### src/design/mpss_pkg.sv
// Shared constants and codes for the middle pop sequence store.
package mpss_pkg;

   localparam int DATA_W           = 32;
   localparam int DEFAULT_CAPACITY = 16;

   localparam int OP_W = 3;
   localparam int ST_W = 2;

   localparam logic [OP_W-1:0] OP_APPEND = 3'd0;
   localparam logic [OP_W-1:0] OP_INSERT = 3'd1;
   localparam logic [OP_W-1:0] OP_TEST   = 3'd2;
   localparam logic [OP_W-1:0] OP_PEEK   = 3'd3;
   localparam logic [OP_W-1:0] OP_POP    = 3'd4;

   localparam logic [ST_W-1:0] ST_OK    = 2'd0;
   localparam logic [ST_W-1:0] ST_UNDER = 2'd1;
   localparam logic [ST_W-1:0] ST_FULL  = 2'd2;

   typedef logic signed [DATA_W-1:0] word_type;

endpackage

### src/design/mpss_ram.sv
// Generic single-write, single-read RAM with a registered read port.
module mpss_ram #(
   parameter int WIDTH = 32,
   parameter int DEPTH = 16,
   localparam int AW = (DEPTH > 1) ? $clog2(DEPTH) : 1
) (
   input  logic             clock,
   input  logic             wr_en,
   input  logic [AW-1:0]    wr_addr,
   input  logic [WIDTH-1:0] wr_data,
   input  logic             rd_en,
   input  logic [AW-1:0]    rd_addr,
   output logic [WIDTH-1:0] rd_data
);

   logic [WIDTH-1:0] mem_ff [DEPTH];
   logic [WIDTH-1:0] rd_data_ff;

   always_ff @(posedge clock) begin
      if (wr_en) begin
         mem_ff[wr_addr] <= wr_data;
      end
      if (rd_en) begin
         rd_data_ff <= mem_ff[rd_addr];
      end
   end

   assign rd_data = rd_data_ff;

endmodule

### src/design/middle_pop_sequence_store.sv
// Top level of the middle pop sequence store: sequencer, count and result register.
//
//   Channel | Direction | Beat contents
//   --------+-----------+--------------------------------------------------------
//   req_    | in        | tuser = op (3 bits); tdata = value (32 bits, signed)
//   rsp_    | out       | tdata = data (bits 31:0), found (bit 32), zero fill;
//           |           | tuser = status (2 bits)
//
// One request beat is taken at a time, and req_tready stays low until its response
// is loaded into the output register. All entry traffic goes through one RAM port
// pair with a registered read, so each entry that an operation visits takes a read
// state (S_RD, address) and a use state (S_USE, read data). Append and the trivial
// cases go straight to the result; a test scans from the head to a hit or the tail,
// an insert shifts from the tail then writes the head, a peek reads the middle and a
// pop reads the middle and moves later entries toward the head. A stalled response
// holds the block in its final state until the result register is free. Reset
// (synchronous, active high) clears the count and all control state; the entry RAM
// is not cleared, since only entries below the count are ever read.
module middle_pop_sequence_store
   import mpss_pkg::*;
#(
   parameter int CAPACITY = DEFAULT_CAPACITY
) (
   input  logic              clock,
   input  logic              reset,
   // Request channel.
   input  logic              req_tvalid,
   output logic              req_tready,
   input  logic [31:0]       req_tdata,   // value[31:0]
   input  logic [OP_W-1:0]   req_tuser,   // op[2:0]
   // Response channel.
   output logic              rsp_tvalid,
   input  logic              rsp_tready,
   output logic [39:0]       rsp_tdata,   // data[31:0], found[32], zero[39:33]
   output logic [ST_W-1:0]   rsp_tuser    // status[1:0]
);

   // Count needs to hold CAPACITY itself; the RAM address only needs CAPACITY-1.
   localparam int CW = $clog2(CAPACITY + 1);
   localparam int IW = (CAPACITY > 1) ? $clog2(CAPACITY) : 1;

   localparam logic [CW-1:0] COUNT_FULL = CW'(CAPACITY);
   localparam logic [CW-1:0] COUNT_ONE  = CW'(1);

   // Sequencer state codes.
   localparam logic [2:0] S_IDLE = 3'd0;
   localparam logic [2:0] S_RD   = 3'd1;  // present a read address
   localparam logic [2:0] S_USE  = 3'd2;  // read data is valid: shift, compare or capture
   localparam logic [2:0] S_WR0  = 3'd3;  // insert: place the new word at the head
   localparam logic [2:0] S_DONE = 3'd4;  // hand the result to the output register

   logic [2:0]      state_ff, state_in;
   logic [OP_W-1:0] op_ff, op_in;
   word_type        value_ff, value_in;
   logic [CW-1:0]   count_ff, count_in;
   logic [CW-1:0]   ptr_ff, ptr_in;

   word_type        res_data_ff, res_data_in;
   logic            res_found_ff, res_found_in;
   logic [ST_W-1:0] res_status_ff, res_status_in;

   logic            rsp_valid_ff, rsp_valid_in;
   word_type        rsp_data_ff, rsp_data_in;
   logic            rsp_found_ff, rsp_found_in;
   logic [ST_W-1:0] rsp_status_ff, rsp_status_in;

   logic            mem_wr_en;
   logic [IW-1:0]   mem_wr_addr;
   word_type        mem_wr_data;
   logic            mem_rd_en;
   word_type        mem_rd_data;

   logic [CW-1:0]   mid;
   logic            accept;
   logic            out_free;

   assign mid      = count_ff >> 1;
   assign accept   = req_tvalid && req_tready;
   assign out_free = !rsp_valid_ff || rsp_tready;

   mpss_ram #(
      .WIDTH(DATA_W),
      .DEPTH(CAPACITY)
   ) u_entries (
      .clock   (clock),
      .wr_en   (mem_wr_en),
      .wr_addr (mem_wr_addr),
      .wr_data (mem_wr_data),
      .rd_en   (mem_rd_en),
      .rd_addr (ptr_ff[IW-1:0]),
      .rd_data (mem_rd_data)
   );

   always_comb begin
      state_in      = state_ff;
      op_in         = op_ff;
      value_in      = value_ff;
      count_in      = count_ff;
      ptr_in        = ptr_ff;
      res_data_in   = res_data_ff;
      res_found_in  = res_found_ff;
      res_status_in = res_status_ff;
      rsp_valid_in  = rsp_valid_ff && !rsp_tready;
      rsp_data_in   = rsp_data_ff;
      rsp_found_in  = rsp_found_ff;
      rsp_status_in = rsp_status_ff;
      mem_wr_en     = 1'b0;
      mem_wr_addr   = count_ff[IW-1:0];
      mem_wr_data   = value_ff;
      mem_rd_en     = 1'b0;

      case (state_ff)
         S_IDLE: begin
            if (accept) begin
               op_in         = req_tuser;
               value_in      = req_tdata;
               res_data_in   = '0;
               res_found_in  = 1'b0;
               res_status_in = ST_OK;
               state_in      = S_DONE;
               case (req_tuser)
                  OP_APPEND: begin
                     if (count_ff == COUNT_FULL) begin
                        res_status_in = ST_FULL;
                     end else begin
                        mem_wr_en   = 1'b1;
                        mem_wr_addr = count_ff[IW-1:0];
                        mem_wr_data = req_tdata;
                        count_in    = count_ff + COUNT_ONE;
                     end
                  end
                  OP_INSERT: begin
                     if (count_ff == COUNT_FULL) begin
                        res_status_in = ST_FULL;
                     end else if (count_ff == '0) begin
                        mem_wr_en   = 1'b1;
                        mem_wr_addr = '0;
                        mem_wr_data = req_tdata;
                        count_in    = COUNT_ONE;
                     end else begin
                        // Shift from the tail toward the head.
                        ptr_in   = count_ff - COUNT_ONE;
                        state_in = S_RD;
                     end
                  end
                  OP_TEST: begin
                     if (count_ff != '0) begin
                        ptr_in   = '0;
                        state_in = S_RD;
                     end
                  end
                  OP_PEEK: begin
                     if (count_ff == '0) begin
                        res_status_in = ST_UNDER;
                     end else if (count_ff[0]) begin
                        ptr_in   = mid;
                        state_in = S_RD;
                     end
                  end
                  OP_POP: begin
                     if (count_ff == '0) begin
                        res_status_in = ST_UNDER;
                     end else begin
                        ptr_in   = mid;
                        state_in = S_RD;
                     end
                  end
                  default: begin
                  end
               endcase
            end
         end
         S_RD: begin
            mem_rd_en = 1'b1;
            state_in  = S_USE;
         end
         S_USE: begin
            case (op_ff)
               OP_INSERT: begin
                  mem_wr_en   = 1'b1;
                  mem_wr_addr = IW'(ptr_ff + COUNT_ONE);
                  mem_wr_data = mem_rd_data;
                  if (ptr_ff == '0) begin
                     state_in = S_WR0;
                  end else begin
                     ptr_in   = ptr_ff - COUNT_ONE;
                     state_in = S_RD;
                  end
               end
               OP_TEST: begin
                  if (mem_rd_data == value_ff) begin
                     res_found_in = 1'b1;
                     state_in     = S_DONE;
                  end else if (ptr_ff == count_ff - COUNT_ONE) begin
                     state_in = S_DONE;
                  end else begin
                     ptr_in   = ptr_ff + COUNT_ONE;
                     state_in = S_RD;
                  end
               end
               OP_POP: begin
                  // The first read is the middle entry itself; later reads move
                  // each following entry one place toward the head.
                  if (ptr_ff == mid) begin
                     res_data_in = mem_rd_data;
                  end else begin
                     mem_wr_en   = 1'b1;
                     mem_wr_addr = IW'(ptr_ff - COUNT_ONE);
                     mem_wr_data = mem_rd_data;
                  end
                  if (ptr_ff == count_ff - COUNT_ONE) begin
                     count_in = count_ff - COUNT_ONE;
                     state_in = S_DONE;
                  end else begin
                     ptr_in   = ptr_ff + COUNT_ONE;
                     state_in = S_RD;
                  end
               end
               default: begin
                  // Peek of an odd count: the middle entry is the answer.
                  res_data_in = mem_rd_data;
                  state_in    = S_DONE;
               end
            endcase
         end
         S_WR0: begin
            mem_wr_en   = 1'b1;
            mem_wr_addr = '0;
            mem_wr_data = value_ff;
            count_in    = count_ff + COUNT_ONE;
            state_in    = S_DONE;
         end
         S_DONE: begin
            if (out_free) begin
               rsp_valid_in  = 1'b1;
               rsp_data_in   = res_data_ff;
               rsp_found_in  = res_found_ff;
               rsp_status_in = res_status_ff;
               state_in      = S_IDLE;
            end
         end
         default: begin
            state_in = S_IDLE;
         end
      endcase
   end

   always_ff @(posedge clock) begin
      if (reset) begin
         state_ff     <= S_IDLE;
         count_ff     <= '0;
         rsp_valid_ff <= 1'b0;
      end else begin
         state_ff     <= state_in;
         count_ff     <= count_in;
         rsp_valid_ff <= rsp_valid_in;
      end
   end

   always_ff @(posedge clock) begin
      op_ff         <= op_in;
      value_ff      <= value_in;
      ptr_ff        <= ptr_in;
      res_data_ff   <= res_data_in;
      res_found_ff  <= res_found_in;
      res_status_ff <= res_status_in;
      rsp_data_ff   <= rsp_data_in;
      rsp_found_ff  <= rsp_found_in;
      rsp_status_ff <= rsp_status_in;
   end

   assign req_tready = (state_ff == S_IDLE);
   assign rsp_tvalid = rsp_valid_ff;
   assign rsp_tdata  = {7'd0, rsp_found_ff, rsp_data_ff};
   assign rsp_tuser  = rsp_status_ff;

endmodule

### config.mk
export PLATFORM = sky130hd
export DESIGN_NAME = middle_pop_sequence_store
export DESIGN_NICKNAME = d
export VERILOG_FILES = /design/src/design/mpss_pkg.sv /design/src/design/mpss_ram.sv /design/src/design/middle_pop_sequence_store.sv
export SDC_FILE = /design/constraint.sdc
export NUM_CORES = 1
export LEC_CHECK = 0
export BUFFER_PORTS_ARGS = -buffer_cell sky130_fd_sc_hd__buf_2
export CAP_MARGIN = 5
export CORE_ASPECT_RATIO = 0.9
export CORE_MARGIN = 4
export CORE_UTILIZATION = 62
export CTS_BUF_LIST = sky130_fd_sc_hd__clkbuf_8 sky130_fd_sc_hd__clkbuf_16
export DETAILED_ROUTE_END_ITERATION = 6
export PLACE_DENSITY = 0.8
export SYNTH_ARGS = -nofsm -noshare
export SYNTH_HDL_FRONTEND = slang
export SYNTH_HIERARCHICAL = 1
export SYNTH_SLANG_ARGS = --single-unit
### constraint.sdc
create_clock -name clock -period 8 [get_ports clock]
set_input_delay 2 -clock clock [delete_from_list [all_inputs] [get_ports clock]]
set_output_delay 2 -clock clock [all_outputs]
set_load 0.01 [all_outputs]
Word-level counts from Yosys, hierarchy flattened
Memory sizes are Yosys's and may differ from the RTL's. A register that Yosys moved wholly into a read port is not among the register bits.
Index checks and enable logic that the tools add are counted.
- flip-flop bits (word level): 119
- bits in writable memories: 512
- output and inout port bits: 44
- memories: 1
- memories (memory ; words ; width ; read ports ; clocked after memory_dff ; write ports ; RTL line ; text):
    u_entries.mem_ff ; 16 ; 32 ; 1 ; 1 ; 1 ; mpss_ram.sv:16 ; logic [WIDTH-1:0] mem_ff [DEPTH];
- add/sub/neg operators: 4
- equality and inequality tests: 36
- mux-type cells: 73
- reduce and logical (&&, ||, !) cells: 22
- operators by type and width (kind ; number):
    32-bit one-hot mux with 2 select lines ; 5
    32-bit two-way mux ; 7
    5-bit two-way mux ; 16
    3-bit inequality test, second input constant ; 11
    32-bit equality test ; 1
    5-bit one-hot mux with 3 select lines ; 2
    3-bit two-way mux ; 9
    4-bit two-way mux ; 5
    5-bit one-hot mux with 2 select lines ; 2
    5-bit one-hot mux with 4 select lines ; 1
    3-bit by 2-bit equality test with 1-bit output, second input constant ; 5
    3-bit one-hot mux with 5 select lines ; 1
    1-bit two-way mux ; 14
    3-bit one-hot mux with 4 select lines ; 1
    4-bit one-hot mux with 3 select lines ; 1
    12-bit AND reduction ; 1
    5-bit by 1-bit adder with 5-bit output, second input constant ; 2
    5-bit logical NOT ; 2
    2-bit inequality test, second input constant ; 5
    5-bit by 1-bit subtractor with 5-bit output, second input constant ; 2
    3-bit by 1-bit equality test with 1-bit output, second input constant ; 3
    3-bit equality test, second input constant ; 3
    3-bit one-hot mux with 3 select lines ; 1
    4-bit one-hot mux with 2 select lines ; 1
    other kinds (22) ; 34

Depth between registers and ports, before layout
- depth after elaboration: 8
- mapped depth: 11
- gate-level depth less buffers: 10

Cells and area by module
The synthesis kept the hierarchy.
- by module, submodules not included (module ; times used ; cells an instance ; area each (um2) ; sequential area each (um2)):
    mpss_ram ; 1 ; 838 ; 20155.6 ; 16335.7
    middle_pop_sequence_store ; 1 ; 482 ; 6078.3 ; 3483.3

Worst setup path after synthesis
No wires, ideal clock.
- path type: input port to flip-flop
- start: input port req_tvalid
- end: memory u_entries.mem_ff[0][0], enable pin
- setup time: 461 ps
- arrival time: 6159 ps
- path slack: 1380 ps
- stages on the path: 7
- buffers on the path: 1
- path through: or4b_1 a2111oi_4 nor2_1 clkbuf_1 nand2_1 or3b_2 nor3_1
- longest elaborated chain between the ends: 5
- elaborated cells between the ends (all ways): 7
- those cells by class: mux: 6; reduce/logical: 1
- RTL lines (item ; RTL line ; text):
    start, declared ; middle_pop_sequence_store.sv:27 ; input logic req_tvalid,
    1-bit logical AND ; middle_pop_sequence_store.sv:78 ; assign accept = req_tvalid && req_tready;
    1-bit two-way mux ; middle_pop_sequence_store.sv:114 ; if (accept) begin
    1-bit one-hot mux with 3 select lines ; middle_pop_sequence_store.sv:112 ; case (state_ff)
    named net mem_wr_en ; middle_pop_sequence_store.sv:67 ; logic mem_wr_en;
    1-bit two-way mux ; mpss_ram.sv:20 ; if (wr_en) begin
    1-bit two-way mux (not written as such) ; mpss_ram.sv:21 ; mem_ff[wr_addr] <= wr_data;
    end, declared ; mpss_ram.sv:16 ;
The timed path passes the listed nets, and every way through them passes these cells.

Worst setup path after layout
- start: input port req_tvalid
- end: memory u_entries.mem_ff[3][19], enable pin
The elaborated chain is that of the path after synthesis.

==> impl_metrics.py <==
metrics = {
    "outcome": {
        "status": "finished, final reports clean",
    },
    "sta": {
        "fmax_mhz": 180.5,
        "rsz0062_at_grt": "false",
        "relSlewSlack_pct": 13.17,
        "finalCritPeriodShare_pct": 69.27,
        "setup_viol": 0,
        "min_period_ps": 5542,
        "hold_viol": 0,
        "fin_worst_skew_ps": 19.20,
        "maxSlewViolCount": 0,
        "worst_hold_slack_ps": 419.6,
        "tightest_slew_ps": 1299,
        "tns_ps": 0,
    },
    "power": {
        "power.switching_mw": 1.468,
        "pwr-share-seq_pct": 56.2,
        "p_per_area_mw_per_mm2": 240.3,
        "internal_power_mw": 5.523,
        "combinationalPowerShare_pct": 4.0,
        "irDropWorstVdd_mv": 0.1945,
        "finalPower_mw": 6.990,
        "clkPwrFrac_pct": 39.8,
        "power.leakage_nw": 9.572,
        "netSwitchingFraction_pct": 20.99,
    },
    "die": {
        "dieHeight_um": 203.1,
        "die_area_mm2": 0.04567,
        "ios": 83,
        "start_util_pct": 62.70,
        "die_x_um": 224.8,
        "num_rows": 71,
        "core_region_area_mm2": 0.04184,
    },
    "setup_path": {
        "cp_max_fo": 34,
        "regToRegStartpoint": "count_ff[0]",
        "critPathKind": "in -> reg",
        "critical_path.max_stage_delay_ps": 940,
        "cpMostUsedCell": "nor2_4",
        "crit_chain": "buf_2 -> or4b_1 -> a2111oi_4 -> buf_4 -> nor2_4 -> nand2_1 -> or3b_2 -> nor2_4",
        "crit_start": "req_tvalid",
        "cpMaxStageDelayCell": "nor2_4",
        "cp.required_ps": 8230,
        "end_kind": "flip-flop",
        "critPathTopFamily": "simple AND/OR/NAND/NOR gates",
        "crit_path_start_kind": "primary input",
        "crit_buf_inv": 2,
        "worst_ep_arrival_time_ps": 5770,
    },
    "cts": {
        "clk_latency_ps": 630,
        "cts_tree": "done",
        "postCtsHoldBufs": 0,
        "ctsResizeCount": 0,
        "root_buffer": "clkbuf_16",
        "htreeDepth": 2,
        "cts_sinks": 663,
        "clk_pin_slew_ps": 60,
        "clock_path_buffers": 3,
        "cts_setup_buffers": 0,
        "cts_buffers": 60,
    },
    "drt": {
        "m1WireLength_um": 23230,
        "ant_nets": 0,
        "route.met2.wl_um": 29180,
        "drc": 0,
        "drt_iter0_drc": 1794,
        "routed_wirelength_um": 60120,
        "vias_per_cell": 6.824,
        "drtPass1Iterations": 5,
        "post_drt_wl_per_cell_um": 30.03,
        "highest_layer": "met5",
        "vias": 13660,
        "met3_length_um": 6149,
    },
    "synthesis": {
        "synth_area_mm2": 0.02623,
        "synthDistinctLibCells": 66,
        "async_reset_ff_share_pct": 0,
        "synth_enable_flop_cells": 654,
        "avgSynthCellArea_um2": 19.87,
        "synth_cells": 1320,
        "yosys_most_used_dff": "edfxtp_1",
        "ys_seq_area_share_pct": 75.55,
        "ys_ff_latch": 663,
        "yosysWarningCount": 6,
    },
    "global_routing": {
        "grt.overflow.total": 0,
        "gr-usage-all-layers_pct": 26.70,
        "antenna_found_initial": 1,
        "grt_max_degree": 61,
        "grt_pass1_wl_um": 90240,
        "grt_pass1_vias": 13650,
    },
    "job": {
        "cap_violations": 0,
    },
    "placed_design": {
        "place.gp.congestion": 0.8158,
        "io_buffer_count": 75,
        "hpwl_um": 33450,
    },
    "final_layout": {
        "drive_above_1_share_pct": 24.40,
        "seq_area_mm2": 0.01982,
        "diodes": 0,
        "fin_nets": 1448,
        "fin_util_pct": 69.53,
        "area_delta_synth_final_pct": 10.89,
        "multi_input_area_mm2": 0.006096,
        "final_common_cell": "edfxtp_1",
        "layout_common_cells": "edfxtp_1 (654), mux4_2 (128), buf_2 (75)",
        "fillerInstances": 2493,
    },
    "min_path": {
        "hp-class": "reg -> reg",
        "hp-start": "res_data_ff[5]",
    },
}
power groups by stage:
stage / Sequential (mW) / Clock [mW] / Combinational, mW
global placement: 4.00 / 0 / 0.265
detailed placement: 4.00 / 0 / 0.276
floorplan: 4.00 / 0 / 0.168
CTS: 3.93 / 2.82 / 0.279
finish: 3.93 / 2.78 / 0.279
global route: 3.93 / 2.98 / 0.302
cell type report:
cell class                      instances  area share, %
Sequential cell                       663          68.13
Clock buffer                           61          5.208
Tap cell                              547          2.353
Timing Repair Buffer                   98          1.884
Multi-Input combinational cell        571          20.95
Inverter                               10         0.1290
Clock inverter                         52          1.346
layer usage:
layer / global-route usage, % / vias up
met4: 7.241 / 2
met2: 41.69 / 880
met1: 39.42 / 7072
li1: - / 5601
met3: 5.771 / 106
met5: 0 / -
state kept, by name, summed over array words and instances (netlist names), 2 cells and up:
name,cells
u_entries/mem_ff,512
res_data_ff,32
rsp_data_ff,32
u_entries/rd_data,32
value_ff,32
count_ff,5
ptr_ff,5
op_ff,3
state_ff,3
res_status_ff,2
rsp_tuser,2
Yosys cell counts (2+ instances only):
master	n	area, um^2
nand2b_1	3	18.77
nor2_1	28	105.1
clkbuf_1	36	135.1
o21ai_0	5	25.02
nor3b_1	3	22.52
o31ai_1	7	52.55
or3_1	2	12.51
nand4_1	10	62.56
a21o_1	31	232.7
nand3_1	8	40.04
o21a_1	3	22.52
buf_4	17	127.6
a21oi_1	18	90.09
o211a_1	2	20.02
mux2i_1	2	20.02
nand3b_1	2	15.01
a221oi_1	5	43.79
dfxtp_1	9	180.2
or4_4	2	22.52
and2_1	36	225.2
mux4_2	128	2883
o211ai_1	3	22.52
buf_6	5	56.30
edfxtp_1	654	19640
a32oi_1	2	17.52
nor3_1	14	70.07
nor4_1	5	31.28
a32o_1	6	60.06
or3b_2	2	17.52
clkbuf_8	5	68.82
nor2b_1	6	37.54
and3_1	5	31.28
a22oi_1	66	495.5
a22o_1	32	280.3
buf_1	11	41.29
buf_2	8	40.04
inv_1	10	37.54
xnor2_1	40	350.3
nand2_1	53	198.9
ha_1	5	62.56
xor2_1	6	52.55
path summary, 6_finish.rpt:
check	end	slack, ps	cells past startpoint
worst max-delay path	u_entries/mem_ff[3][19]	2460	8
worst min-delay path	rsp_data_ff[5]	420	0
worst max register to register	u_entries/mem_ff[3][19]	2930	9
worst min register to register	rsp_data_ff[5]	420	0
cell families after synthesis:
group | share of synthesized area [%]
flops | 75.55
other cells | 0.01429
mux | 11.11
compound gates | 5.762
xor+xnor | 1.636
buf+inv | 1.932
simple gates | 3.763
fa+ha+maj | 0.2385
per-stage QoR:
| step | std cells | worst slack (ps) | cell area, um^2 |
|---|---|---|---|
| after floorplan | 1326 | 1380 | 26260 |
| after global placement | 1889 | 1998 | 27180 |
| after detailed placement | 1889 | 1913 | 27180 |
| after CTS | 2002 | 2550 | 29090 |
| after global routing | 2002 | 2366 | 29090 |
| final | 2002 | 2459 | 29090 |
(Power assumes the default switching activity.)
